`config.mk`:
```
export PLATFORM = sky130hd
export DESIGN_NAME = lrp_ram
export DESIGN_NICKNAME = d
export VERILOG_FILES = /design/src/hdl/lrp_ram.sv
export SDC_FILE = /design/constraint.sdc
export NUM_CORES = 1
export LEC_CHECK = 0
export BUFFER_PORTS_ARGS = -buffer_cell sky130_fd_sc_hd__buf_2
export CAP_MARGIN = 20
export CORE_MARGIN = 1
export CORE_UTILIZATION = 52
export DETAILED_ROUTE_END_ITERATION = 8
export GPL_TIMING_DRIVEN = 0
export PLACE_DENSITY_LB_ADDON = 0.05
export SLEW_MARGIN = 20
export SYNTH_ARGS = -nofsm -noshare
export SYNTH_HDL_FRONTEND = slang
export SYNTH_SLANG_ARGS = --single-unit
export TNS_END_PERCENT = 10
```
`constraint.sdc`:
```
create_clock -name clk -period 2.27 [get_ports clk]
set_input_delay 0.454 -clock clk [delete_from_list [all_inputs] [get_ports clk]]
set_output_delay 0.454 -clock clk [all_outputs]
set_load 0.1 [all_outputs]
```
`src/hdl/lrp_ram.sv`:
```
// ----------------------------------------------------------------------------
// lrp_ram
// Generic single-write, single-read synchronous RAM with registered read
// data. Read data holds while the read enable is low.
// ----------------------------------------------------------------------------
module lrp_ram #(
  parameter int WIDTH = 8,
  parameter int DEPTH = 16
) (
  input  logic                     clk,
  input  logic                     we,
  input  logic [$clog2(DEPTH)-1:0] waddr,
  input  logic [WIDTH-1:0]         wdata,
  input  logic                     re,
  input  logic [$clog2(DEPTH)-1:0] raddr,
  output logic [WIDTH-1:0]         rdata
);

  logic [WIDTH-1:0] mem [DEPTH];
  logic [WIDTH-1:0] rdata_r;

  always_ff @(posedge clk) begin
    if (we) begin
      mem[waddr] <= wdata;
    end
    if (re) begin
      rdata_r <= mem[raddr];
    end
  end

  assign rdata = rdata_r;

endmodule

```
==> out/results.txt <==
WP buf/inv: 1
Final wirelength: 9590 um
Post-route ant nets: 0
Vias in the first global route: 2,344
Post-CTS Setup Repair Bufs: 0
Core area: 9770 um^2
Input/output buffers: 25
DRC violations left: 0
Post-DP HPWL: 6160 um
Fillers: 700
CP Cell Sequence: buf_2
Multiplexer share of the synthesized area: 14.8%
Hold Slack: 305 ps
Final Critical Period: 1700 ps
Die X-Extent: 102 um
Antenna violations before repair: 0
Tcrit/Tclk final: 74.9%
DIE HEIGHT: 102 um
Cts-stage hold buffer count: 0
Max Freq: 589 MHz
First-pass iteration count of the detailed router: 4
Status: completed
Worst Hold Class: in -> reg
Setup Skew: 3.87 ps
Clk buf depth: 2
Peak VDD IR: 526 uV
Critical Path RT: 1820 ps
Cell variety after synth: 18
CP delay by family, top: buffers and inverters
Combinational family with the most area after synthesis: multiplexers
Arrival @ worst endpoint: 1250 ps
Post-placement cell area: 5540 um^2
Slew Limit Headroom: 44.7%
Critical path startpoint: rdata[7]
Initial DRC Count: 216
Post-Syn Instances: 229
Final Hold Violating Endpoints: 0
ANT cells: 0
Layout cell share with drive strength beyond 1: 27.8%
Clock latency on the worst-skew pair: 500 ps
Area added between synthesis and finish: 15.2%
Synthesized area: 5230 um^2
Row cnt: 36
CTS tree: yes
Post-Synth Simple-Gate Area: 3.14%
Routed wire per std cell: 23.2 um
Clk slew on worst S/H paths: 50 ps
Yosys reg bits: 136
Effective utilization at floorplan: 53.5%
Worst r2r src: mem[0][0]
Yosys warns: 0
PwrDens: 909 nW/um^2
Leak: 1.99 nW
Htree depth: 4
DR vias: 2,339
Endpoint class of the critical path: output pin
Net total in the final layout: 292
Post-cts repair resize count: 0
CTS sink count: 136
MaxCap Viol Count: 0
Largest net degree at the start of global routing: 17
CP Launch Type: flip-flop
TNS Setup: 0 ps
Slowest Stage Delay on Critical Path: 420 ps
WS Path Type: reg -> out
Design area: 6020 um^2
Register area share after synthesis: 78.1%
Slowest cell on crit path: buf_2
Synth Area in Compound Gates: 2.30%
RePlAce Congestion: 0.727
Post-Syn Nets: 248
Ports: 27
Final setup fails: 0
GRT Residual Overflow: 0
Total Power: 5.48 mW
Die ar.: 10,500 um^2
GRT Total Usage: 20.6%
Xor-xnor portion of the synthesized cell area: 0%
Mean Syn Cell Area: 22.8 um^2
Hold Crit Start: re
Synth Area in Adders: 0%
Maximum fanout along the worst path: 1
CTS Root Cell: clkbuf_8
Post-route non-filler standard cell count: 414
Dpl cells: 387
First-pass GRT wire length: 14,200 um
Total CTS buffers: 17
Vias per inst: 5.65
Slew Viols, Final: 0
Worst-margin pin slew: 827 ps
RSZ-0062 raised after global routing: false
flip-flops by register name (all words and copies together) (netlist names):
register	flops
mem	128
rdata	8
cell usage after synthesis, drive strengths merged:
master / count / share of area (%)
nand2b: 2 / 0.24
nand2: 9 / 0.65
nand3b: 2 / 0.29
and2: 1 / 0.12
nor3: 4 / 0.38
nor2: 13 / 0.93
nor2b: 1 / 0.12
nand3: 1 / 0.096
buf: 7 / 1.1
a22oi: 16 / 2.3
edfxtp: 136 / 78
clkdlybuf4s25: 3 / 0.57
and2b: 1 / 0.14
or3b: 1 / 0.17
mux4: 32 / 15
cell usage in the layout, fill, tap and decap left out, types with 3 or more instances in the layout:
cell type and n:
buf_6 3, nand2_1 9, a22oi_1 16, buf_2 28, clkdlybuf4s25_2 3, edfxtp_1 136
nor3_2 4, nor2_1 13, mux4_2 18, clkbuf_16 16, mux4_1 14, clkinv_1 5
per-stage QoR:
stage               util, %  setup WS, ps
CTS                    61.6           542
finish                 61.6           571
global placement       56.5          -296
detailed placement     56.7           154
floorplan                 -           323
global route           61.6           496
path summary, 6_finish.rpt:
path	to	slack [ps]	depth (start not counted)
worst min register to register	rdata[2]	750	3
worst min-delay path	rdata[0]	310	1
worst max register to register	rdata[0]	630	3
worst max-delay path	rdata[7]	570	1
cells by family (layout without fill, tap and decap cells):
kind of cell / count (synthesis) / count (layout)
flip-flops: 136 / 136
buffers and inverters: 10 / 62
AND/OR/NAND/NOR: 35 / 35
multiplexers: 32 / 32
AO/OA/AOI/OAI: 16 / 16
layer usage:
| layer | wire length (um) | track usage (%) | vias to the layer above | part of all wire (%) |
|---|---|---|---|---|
| li1 | - | - | 1064 | - |
| met1 | 4330 | 29.2 | 1208 | 45 |
| met3 | 368 | 5.47 | 4 | 3.8 |
| met5 | 0 | 0 | - | 0 |
| met2 | 4840 | 32.3 | 63 | 51 |
| met4 | 44 | 5.60 | 0 | 0.46 |
area by class of cell:
cell class / instances / area (um^2) / area share [%]
Clock inverter: 8 / 61.3 / 1.02
Buffer: 10 / 86.3 / 1.43
Multi-Input combinational cell: 83 / 1080 / 17.9
Tap cell: 133 / 166 / 2.76
Sequential cell: 136 / 4080 / 67.8
Clock buffer: 19 / 422 / 7.00
Timing Repair Buffer: 25 / 125 / 2.08
power breakdown:
group	internal [mW]	switching, mW	total (mW)
Clock	1.39	0.885	2.28
Combinational	0.109	0.244	0.353
Sequential	2.83	0.0116	2.84
Total	4.34	1.14	5.48
No activity file was read; power rests on OpenSTA's default activity.
