**config.mk**
```make
export PLATFORM = sky130hd
export DESIGN_NAME = lrp_cfg
export DESIGN_NICKNAME = d
export VERILOG_FILES = /design/src/hdl/lrp_pkg.sv /design/src/hdl/lrp_cfg.sv
export SDC_FILE = /design/constraint.sdc
export NUM_CORES = 1
export LEC_CHECK = 0
export ABC_AREA = 1
export BUFFER_PORTS_ARGS = -buffer_cell sky130_fd_sc_hd__buf_4
export CORE_UTILIZATION = 45
export DETAILED_ROUTE_END_ITERATION = 8
export GPL_ROUTABILITY_DRIVEN = 1
export PLACE_DENSITY = 0.7
export SYNTH_ARGS = -nofsm -noshare
export SYNTH_HDL_FRONTEND = slang
export SYNTH_SLANG_ARGS = --single-unit
```
**constraint.sdc**
```tcl
create_clock -name clk -period 3.1 [get_ports clk]
set_input_delay 0.155 -clock clk [delete_from_list [all_inputs] [get_ports clk]]
set_output_delay 0.155 -clock clk [all_outputs]
set_load 0.05 [all_outputs]
```
**src/hdl/lrp_pkg.sv**
```systemverilog
// ----------------------------------------------------------------------------
// lrp_pkg
// Shared widths, codes, reset values and types for the lidar range-to-point
// unit.
// ----------------------------------------------------------------------------
package lrp_pkg;

  localparam int TABLE_DEPTH = 65536;
  localparam int ADDR_W      = $clog2(TABLE_DEPTH);

  localparam int IDX_W    = 16;
  localparam int RANGE_W  = 20;
  localparam int DIR_W    = 18;
  localparam int OFF_W    = 16;
  localparam int COEF_W   = 18;
  localparam int COL_W    = 3 * COEF_W;
  localparam int PT_W     = 26;

  localparam int DIR_RAM_W = 3 * DIR_W;
  localparam int OFF_RAM_W = 3 * OFF_W;

  // datapath widths
  localparam int OFF_SHIFT  = 12;                      // 1/16 mm -> 2^-16 mm
  localparam int V_W        = DIR_W + RANGE_W + 1;     // dir * range + offset
  localparam int PROD_W     = V_W + COEF_W;
  localparam int SUM_W      = PROD_W + 2;
  localparam int FRAC_SHIFT = 28;
  localparam int SH_W       = SUM_W - FRAC_SHIFT;

  localparam int CFG_ADDR_W = 3;
  localparam int CFG_DATA_W = COL_W;

  localparam logic [RANGE_W-1:0] RANGE_FLOOR = RANGE_W'(1);
  localparam logic [RANGE_W-1:0] RANGE_CEIL  = RANGE_W'(1000000);

  localparam logic [COEF_W-1:0] COEF_ONE  = COEF_W'(65536);
  localparam logic [COL_W-1:0]  COL_X_RST = COL_W'(COEF_ONE);
  localparam logic [COL_W-1:0]  COL_Y_RST = COL_W'(COEF_ONE) << COEF_W;
  localparam logic [COL_W-1:0]  COL_Z_RST = COL_W'(COEF_ONE) << (2 * COEF_W);

  typedef enum logic {
    OP_LOAD    = 1'b0,
    OP_CONVERT = 1'b1
  } op_t;

  typedef enum logic [CFG_ADDR_W-1:0] {
    REG_MIN_RANGE = 3'd0,
    REG_MAX_RANGE = 3'd1,
    REG_ROT_COL_X = 3'd2,
    REG_ROT_COL_Y = 3'd3,
    REG_ROT_COL_Z = 3'd4
  } cfg_reg_t;

  typedef struct packed {
    logic [RANGE_W-1:0]         lo;
    logic [RANGE_W-1:0]         hi;
    logic [2:0][COL_W-1:0]      cols;
  } cfg_t;

  typedef struct packed {
    logic               valid;
    logic               ok;
    logic [RANGE_W-1:0] range;
  } stage_t;

endpackage

```
**src/hdl/lrp_cfg.sv**
```systemverilog
// ----------------------------------------------------------------------------
// lrp_cfg
// Configuration registers: range limits and rotation matrix columns.
// Produces the clamped effective range limits.
// ----------------------------------------------------------------------------
module lrp_cfg (
  input  logic                           clk,
  input  logic                           rst_n,
  input  logic                           cfg_we,
  input  logic [lrp_pkg::CFG_ADDR_W-1:0] cfg_addr,
  input  logic [lrp_pkg::CFG_DATA_W-1:0] cfg_wdata,
  output lrp_pkg::cfg_t                  cfg
);
  import lrp_pkg::*;

  logic [RANGE_W-1:0]    min_r, min_nxt;
  logic [RANGE_W-1:0]    max_r, max_nxt;
  logic [2:0][COL_W-1:0] cols_r, cols_nxt;

  always_comb begin
    min_nxt  = min_r;
    max_nxt  = max_r;
    cols_nxt = cols_r;
    if (cfg_we) begin
      case (cfg_addr)
        REG_MIN_RANGE: min_nxt     = cfg_wdata[RANGE_W-1:0];
        REG_MAX_RANGE: max_nxt     = cfg_wdata[RANGE_W-1:0];
        REG_ROT_COL_X: cols_nxt[0] = cfg_wdata[COL_W-1:0];
        REG_ROT_COL_Y: cols_nxt[1] = cfg_wdata[COL_W-1:0];
        REG_ROT_COL_Z: cols_nxt[2] = cfg_wdata[COL_W-1:0];
        default: ;
      endcase
    end
  end

  always_ff @(posedge clk) begin
    if (!rst_n) begin
      min_r     <= RANGE_FLOOR;
      max_r     <= RANGE_CEIL;
      cols_r[0] <= COL_X_RST;
      cols_r[1] <= COL_Y_RST;
      cols_r[2] <= COL_Z_RST;
    end else begin
      min_r  <= min_nxt;
      max_r  <= max_nxt;
      cols_r <= cols_nxt;
    end
  end

  always_comb begin
    cfg.lo   = (min_r < RANGE_FLOOR) ? RANGE_FLOOR : min_r;
    cfg.hi   = (max_r > RANGE_CEIL)  ? RANGE_CEIL  : max_r;
    cfg.cols = cols_r;
  end

endmodule

```
==> results.md, run 1 <==
* Required time of the critical path at 2940 ps
* Synth top cells by count: nor2_1, dfxtp_1, o21ai_0
* Placed inst area at 9246 sq um
* Fin crit period at 2235 ps
* Pwr Total at between 5 and 6 mW
* Critical Path AT at 2080 ps
* Crit Path Class: flop to output port
* Lkg Pwr at ~4.7 nW
* Synth top area share at 55.47%
* Antenna viol nets, final at 0
* RSZ-0062 raised after global routing: false
* Clock insertion delay at the later pin of the skew report at 480 ps
* Post-synthesis sequential area ratio at 55.47%
* Number of max-cap violations at 0
* IO Count at 262
* Cell area after synthesis at 7291 sq um
* Drt total wl at 22320 microns
* Number of synthesized flops with an enable pin at 0
* Yosys warns at 0
* Avg Inst Size Synth at 7.587 sq um
* Top FF cell, synth: dfxtp_1
* Hpwl dp at ~14000 microns
* Initial drt markers at around 440
* X dimension of the die at around 130 microns
* Antenna diodes at 0
* Vias in the first global route at 6518
* Max-slew violation count at 0
* Setup WS post-layout at 865.0 ps
* Outcome: complete, no violations
* Peak VDD IR at between 0.4 and 0.5 mV
* Starting density of the core at a little under half
* Final hold violations at 0
* Final TNS setup at 0 ps
* CTS tree: done
* Clk buf depth at 3
* Mapped Nets at 1021
* Tcrit/Tclk final at about 72%
* CTS buffer count at 21
* Slowest stage cell, crit path: nand3_1
* Post-DR vias/cell at 4.846
* Clock Tree Root: clkbuf_16
* Leading area contributor after synthesis: dfxtp_1
* Max incr delay on CP at 450 ps
* Fmax at 0.4474 GHz
* H-tree levels at 1
* WL/cell at 15.40 microns
* CP endpoint kind: output port
* Most frequent cell after synthesis: nor2_1
* Worst slew pin tran at ~1100 ps
* Clk_skew at 0 ps
* Routability cong. at roughly 0.80
* Worst setup SP type: flop
* Final std cells w/o fill at 1450
* First-pass DRT Iterations at 5
* # DRC at 0
* CTS sink cnt at 202
* Mapped Cells at ~960
* Synth cell types at 19
* Final Net Count at 1284
* Dpl ws at 1298 ps
* Row Count at between 40 and 50
* Core area at 15830 sq um
* Dpl cells at around 1400
* First-pass GRT wire length at 34680 microns
* PD cells at roughly 570 nW/um^2
* Filler cell count at 1400
* Chip height at 129.3 microns
* Layout area overhead at 42.54%
* Slew margin rel. at 29.20%
* Critical Path Fanout Max at 14
* Total GRT Usage at a little over a quarter
* Largest net degree at the start of global routing at 105
* Total number of vias at 7027
* Initial antenna violation count at 0
* Post-CTS sizing at 0
* Final setup fails at 0
* Top post-synthesis cells by area: dfxtp_1, nor2_1, o21ai_0, clkbuf_1, a21oi_1
* Async SR Flop Fraction at 0%
* Fin util at 65.66%
* HP Class: input port to flop
* Share of layout cells above drive strength 1 at 24.96%
* Design area at 10390 sq um
* PortBufs at 261
* Cell chain of the critical path: inv_1, nor3_1, nand3_1, a21oi_1, buf_4
* Clock transition at the registers of the reported paths at 60 ps
* Grt total ovfl at 0
* Die area at 16710 sq um
* #FFs+latches synth at around 200
* Fin Hold WS at 94.64 ps
## sequential cells by signal (all words and copies together) (netlist names)
signal and cells:
min_r 20, max_r 20, cfg 162
## per-layer routing
metal  share of wire [%]  vias up  global-route usage (%)
li1                    -     3579                       -
met1                  43     3166                   33.88
met2                  46      237                   43.23
met3                 7.4       45                   6.028
met4                 3.0        0                   8.512
met5                   0        -                       0
## where the power goes
group	internal [mW]	switching (mW)	leakage (nW)	total [mW]
combinational	0.299	0.616	2.78	0.916
sequential	2.69	0.0502	1.64	2.74
clock	1.31	0.973	0.302	2.28
total	4.29	1.64	4.72	5.93
## worst max-delay path, delay by kind of cell, from the launching register on
kind            cells  cell delay (ps)
simple gates        2              650
compound gates      1              340
buf+inv             2              330
flops               1              300
## cell usage in the layout (no fill, tap or decap), types with 9 or more instances in the layout
cell,n
buf_4,267
o21ai_1,9
dfxtp_1,202
dlygate4sd3_1,54
clkbuf_16,21
o21ai_0,182
a21oi_1,27
nand3_1,11
nand2_1,36
inv_1,19
nor2_1,372
## area by class of cell
class / count / area (sq um) / share of cell area (%)
flip-flops and latches: 202 / 4044 / 38.91
multi-input cells: 649 / 2770 / 26.66
repair buffers: 324 / 2605 / 25.07
clock buffers: 29 / 585.6 / 5.634
well taps: 216 / 270.3 / 2.601
inverters: 26 / 97.59 / 0.9391
clock inverters: 4 / 20.02 / 0.1926
## path summary, 6_finish.rpt
| check | from | end | slack [ps] | cells after the start |
|---|---|---|---|---|
| max | max_r[6] | cfg[177] | 870 | 5 |
| min | rst_n | min_r[0] | 90 | 2 |
| max reg2reg | max_r[6] | max_r[6] | 2410 | 2 |
| min reg2reg | cfg[88] | cfg[88] | 480 | 2 |
## timing repair
action	4_1_cts	5_1_grt
hold buffers	54	0
endpoints found under the hold margin	173	0
buffers inserted	0	0
## kinds of logic after synthesis
group | Yosys count | synth area share (%)
and+or+nand+nor | 427 | 22.62
AOI/OAI and AO/OA | 222 | 15.38
DFF | 202 | 55.47
buffers and inverters | 110 | 6.538
Power figures use the tool's default switching activity.
==> run 2: changes to the inputs <==
--- a/config.mk
+++ b/config.mk
@@ -7,10 +7,10 @@
 export LEC_CHECK = 0
 export ABC_AREA = 1
 export BUFFER_PORTS_ARGS = -buffer_cell sky130_fd_sc_hd__buf_4
-export CORE_UTILIZATION = 45
+export CORE_UTILIZATION = 44
 export DETAILED_ROUTE_END_ITERATION = 8
 export GPL_ROUTABILITY_DRIVEN = 1
-export PLACE_DENSITY = 0.7
+export PLACE_DENSITY = 0.72
 export SYNTH_ARGS = -nofsm -noshare
 export SYNTH_HDL_FRONTEND = slang
 export SYNTH_SLANG_ARGS = --single-unit
==> constraint.sdc (replaced) <==
create_clock -name clk -period 1.9 [get_ports clk]
set_input_delay 0.095 -clock clk [delete_from_list [all_inputs] [get_ports clk]]
set_output_delay 0.095 -clock clk [all_outputs]
set_load 0.05 [all_outputs]
==> run 2 against run 1 <==
Net effect: the run now ends with setup timing left; global-route usage down 0.15 points; setup slack worse by 870 ps; cell count up 1.2%; utilization up 1.8 points; die area up 2.2%; sequential power up 63%; critical path depth up 2; via count up 3.8%; routed wire length up 4.5%; sequential share of layout area down 1.5 points; first-iteration DRC count up 14%; critical path type unchanged; largest cell class unchanged.
==> results.md, run 2 (same netlist as run 1, synthesis figures left out) <==
* Lkg Pwr at 4.880 nW
* Chip height at around 130 microns
* Max-slew violation count at 0
* Filler cell count at about 1400
* Pwr Total at 10.43 mW
* X dimension of the die at 130.7 microns
* Reg2Reg Launch Point: cfg[88]
* Critical Path Fanout Max at 7
* Clk buf depth at 3
* Power Internal at 7.579 mW
* Hpwl dp at 14790 microns
* Slew margin rel. at between 20% and 30%
* Drt total wl at approximately 23000 microns
* Fin util at between 60% and 70%
* Fmax at 0.5244 GHz
* Row Count at 46
* Number of flip-flops in the largest register at 162
* Final std cells w/o fill at 1467
* IO Count at 262
* Clock insertion delay at the later pin of the skew report at 490 ps
* Antenna diodes at 0
* PortBufs at 261
* # DRC at 0
* WL/cell at 15.91 microns
* Starting density of the core at around 45%
* Final TNS setup at -7.028 ps
* Design area at between 10000 and 15000 sq um
* CTS sink cnt at 202
* Post-DR vias/cell at 4.971
* CP endpoint kind: output port
* Required time of the critical path at roughly 1800 ps
* Die area at 17090 sq um
* Area of the multi-input gates at 2875 sq um
* Sw power at 2.852 mW
* HP Class: input port to flop
* Most frequent cells in the layout: nor2_1, buf_4, dfxtp_1, o21ai_0, dlygate4sd3_1
* Outcome: finished, violations left
* Failing checks: setup timing
* First-pass DRT Iterations at 5
* Reg area at 4051 sq um
* Worst slew pin tran at 1069 ps
* Flop pwr share at 42.9%
* Dpl ws at 401.1 ps
* Critical Path AT at 1810 ps
* Combinational power share at 15.6%
* PD cells at around 960 nW/um^2
* Worst setup SP type: flop
* Worst setup path startpoint: max_r[8]
* Largest net degree at the start of global routing at 67
* Total number of vias at ~7300
* Share of layout cells above drive strength 1 at 28.70%
* Most common cell after layout, fill and taps aside: nor2_1
* Crit Path Class: flop to output port
* Clk_skew at 0 ps
* Vias in the first global route at 6663
* Layout area overhead at 48.62%
* Final Net Count at 1297
* Switching share of power at 27.34%
* Placed inst area at 9319 sq um
* Core area at approximately 16000 sq um
* Final hold violations at 0
* Dpl cells at 1371
* Initial drt markers at between 400 and 500
* RSZ-0062 raised after global routing: true
* Final setup fails at 1
* CTS buffer count at 21
* Setup WS post-layout at -7.028 ps
* Grt total ovfl at 0
* H-tree levels at 1
* First-pass GRT wire length at 34870 microns
* Fin crit period at ~1900 ps
* Tcrit/Tclk final at 100.4%
* Clock power share at between 40% and 50%
* Hold Crit Start: rst_n
* Peak VDD IR at roughly 0.82 mV
* Fin Hold WS at 30.02 ps
* Initial antenna violation count at 0
* Antenna viol nets, final at 0
* Clock transition at the registers of the reported paths at approximately 60 ps
* Clock Tree Root: clkbuf_16
* Routability cong. at ~0.8
* Total GRT Usage at 26.06%
* CTS tree: done
* Number of max-cap violations at 0
run 2: changes by cell type in the layout (fill, tap and decap cells not counted), moves of 4 or more:
cell / change
nor2_2: +4
buf_8: +4
a21oi_2: +12
dfxtp_2: +6
buf_4: -9
a21oi_1: -14
dfxtp_1: -6
buf_6: +16
nor2_1: -5
run 2: path summary, 6_finish.rpt:
kind / end / slack, ps / depth (start not counted)
worst min register to register: cfg[160] / 480 / 2
worst max-delay path: cfg[162] / -7 / 7
worst max register to register: cfg[88] / 790 / 3
worst min-delay path: cfg[5] / 30 / 3
run 2: power groups by stage:
stage | clock network (mW) | registers, mW | logic (mW)
final | 4.33 | 4.47 | 1.62
after detailed placement | 0 | 4.56 | 1.42
after global placement | 0 | 4.56 | 1.41
after global routing | 4.57 | 4.49 | 1.73
after floorplan | 0 | 4.96 | 0.505
after CTS | 4.40 | 4.47 | 1.53
run 2: cell type report:
type                            count  area share (%)
Sequential cell                   202           37.39
Multi-Input combinational cell    649           26.54
Timing Repair Buffer              337           25.91
Clock buffer                       28           5.554
Tap cell                          216           2.494
Clock inverter                      9           1.212
Inverter                           26          0.9007
run 2: repair_timing:
item / in CTS / in global routing
cloned: 1 / 1
setup endpoints to repair: 11 / 16
pin swaps: 0 / 15
hold buffers: 55 / 0
endpoints found under the hold margin: 202 / 0
setup buffers: 0 / 2
gates resized for setup: 10 / 55
run 2: worst max-delay path, cell delays in order, from the launching register on:
cell and delay [ps]:
dfxtp_2 330, nor2_4 120, nand2_1 70, nor2_2 140, nand3_2 120, buf_6 180
a21oi_2 180, buf_6 180
run 2: routing by layer:
layer	GRT usage [%]	part of all wire (%)	up-vias	routed length [microns]
li1	-	-	3602	-
met2	45.56	49	270	11460
met1	31.82	41	3380	9683
met4	8.316	2.5	0	583
met5	0	0	-	0
met3	5.700	6.9	41	1613
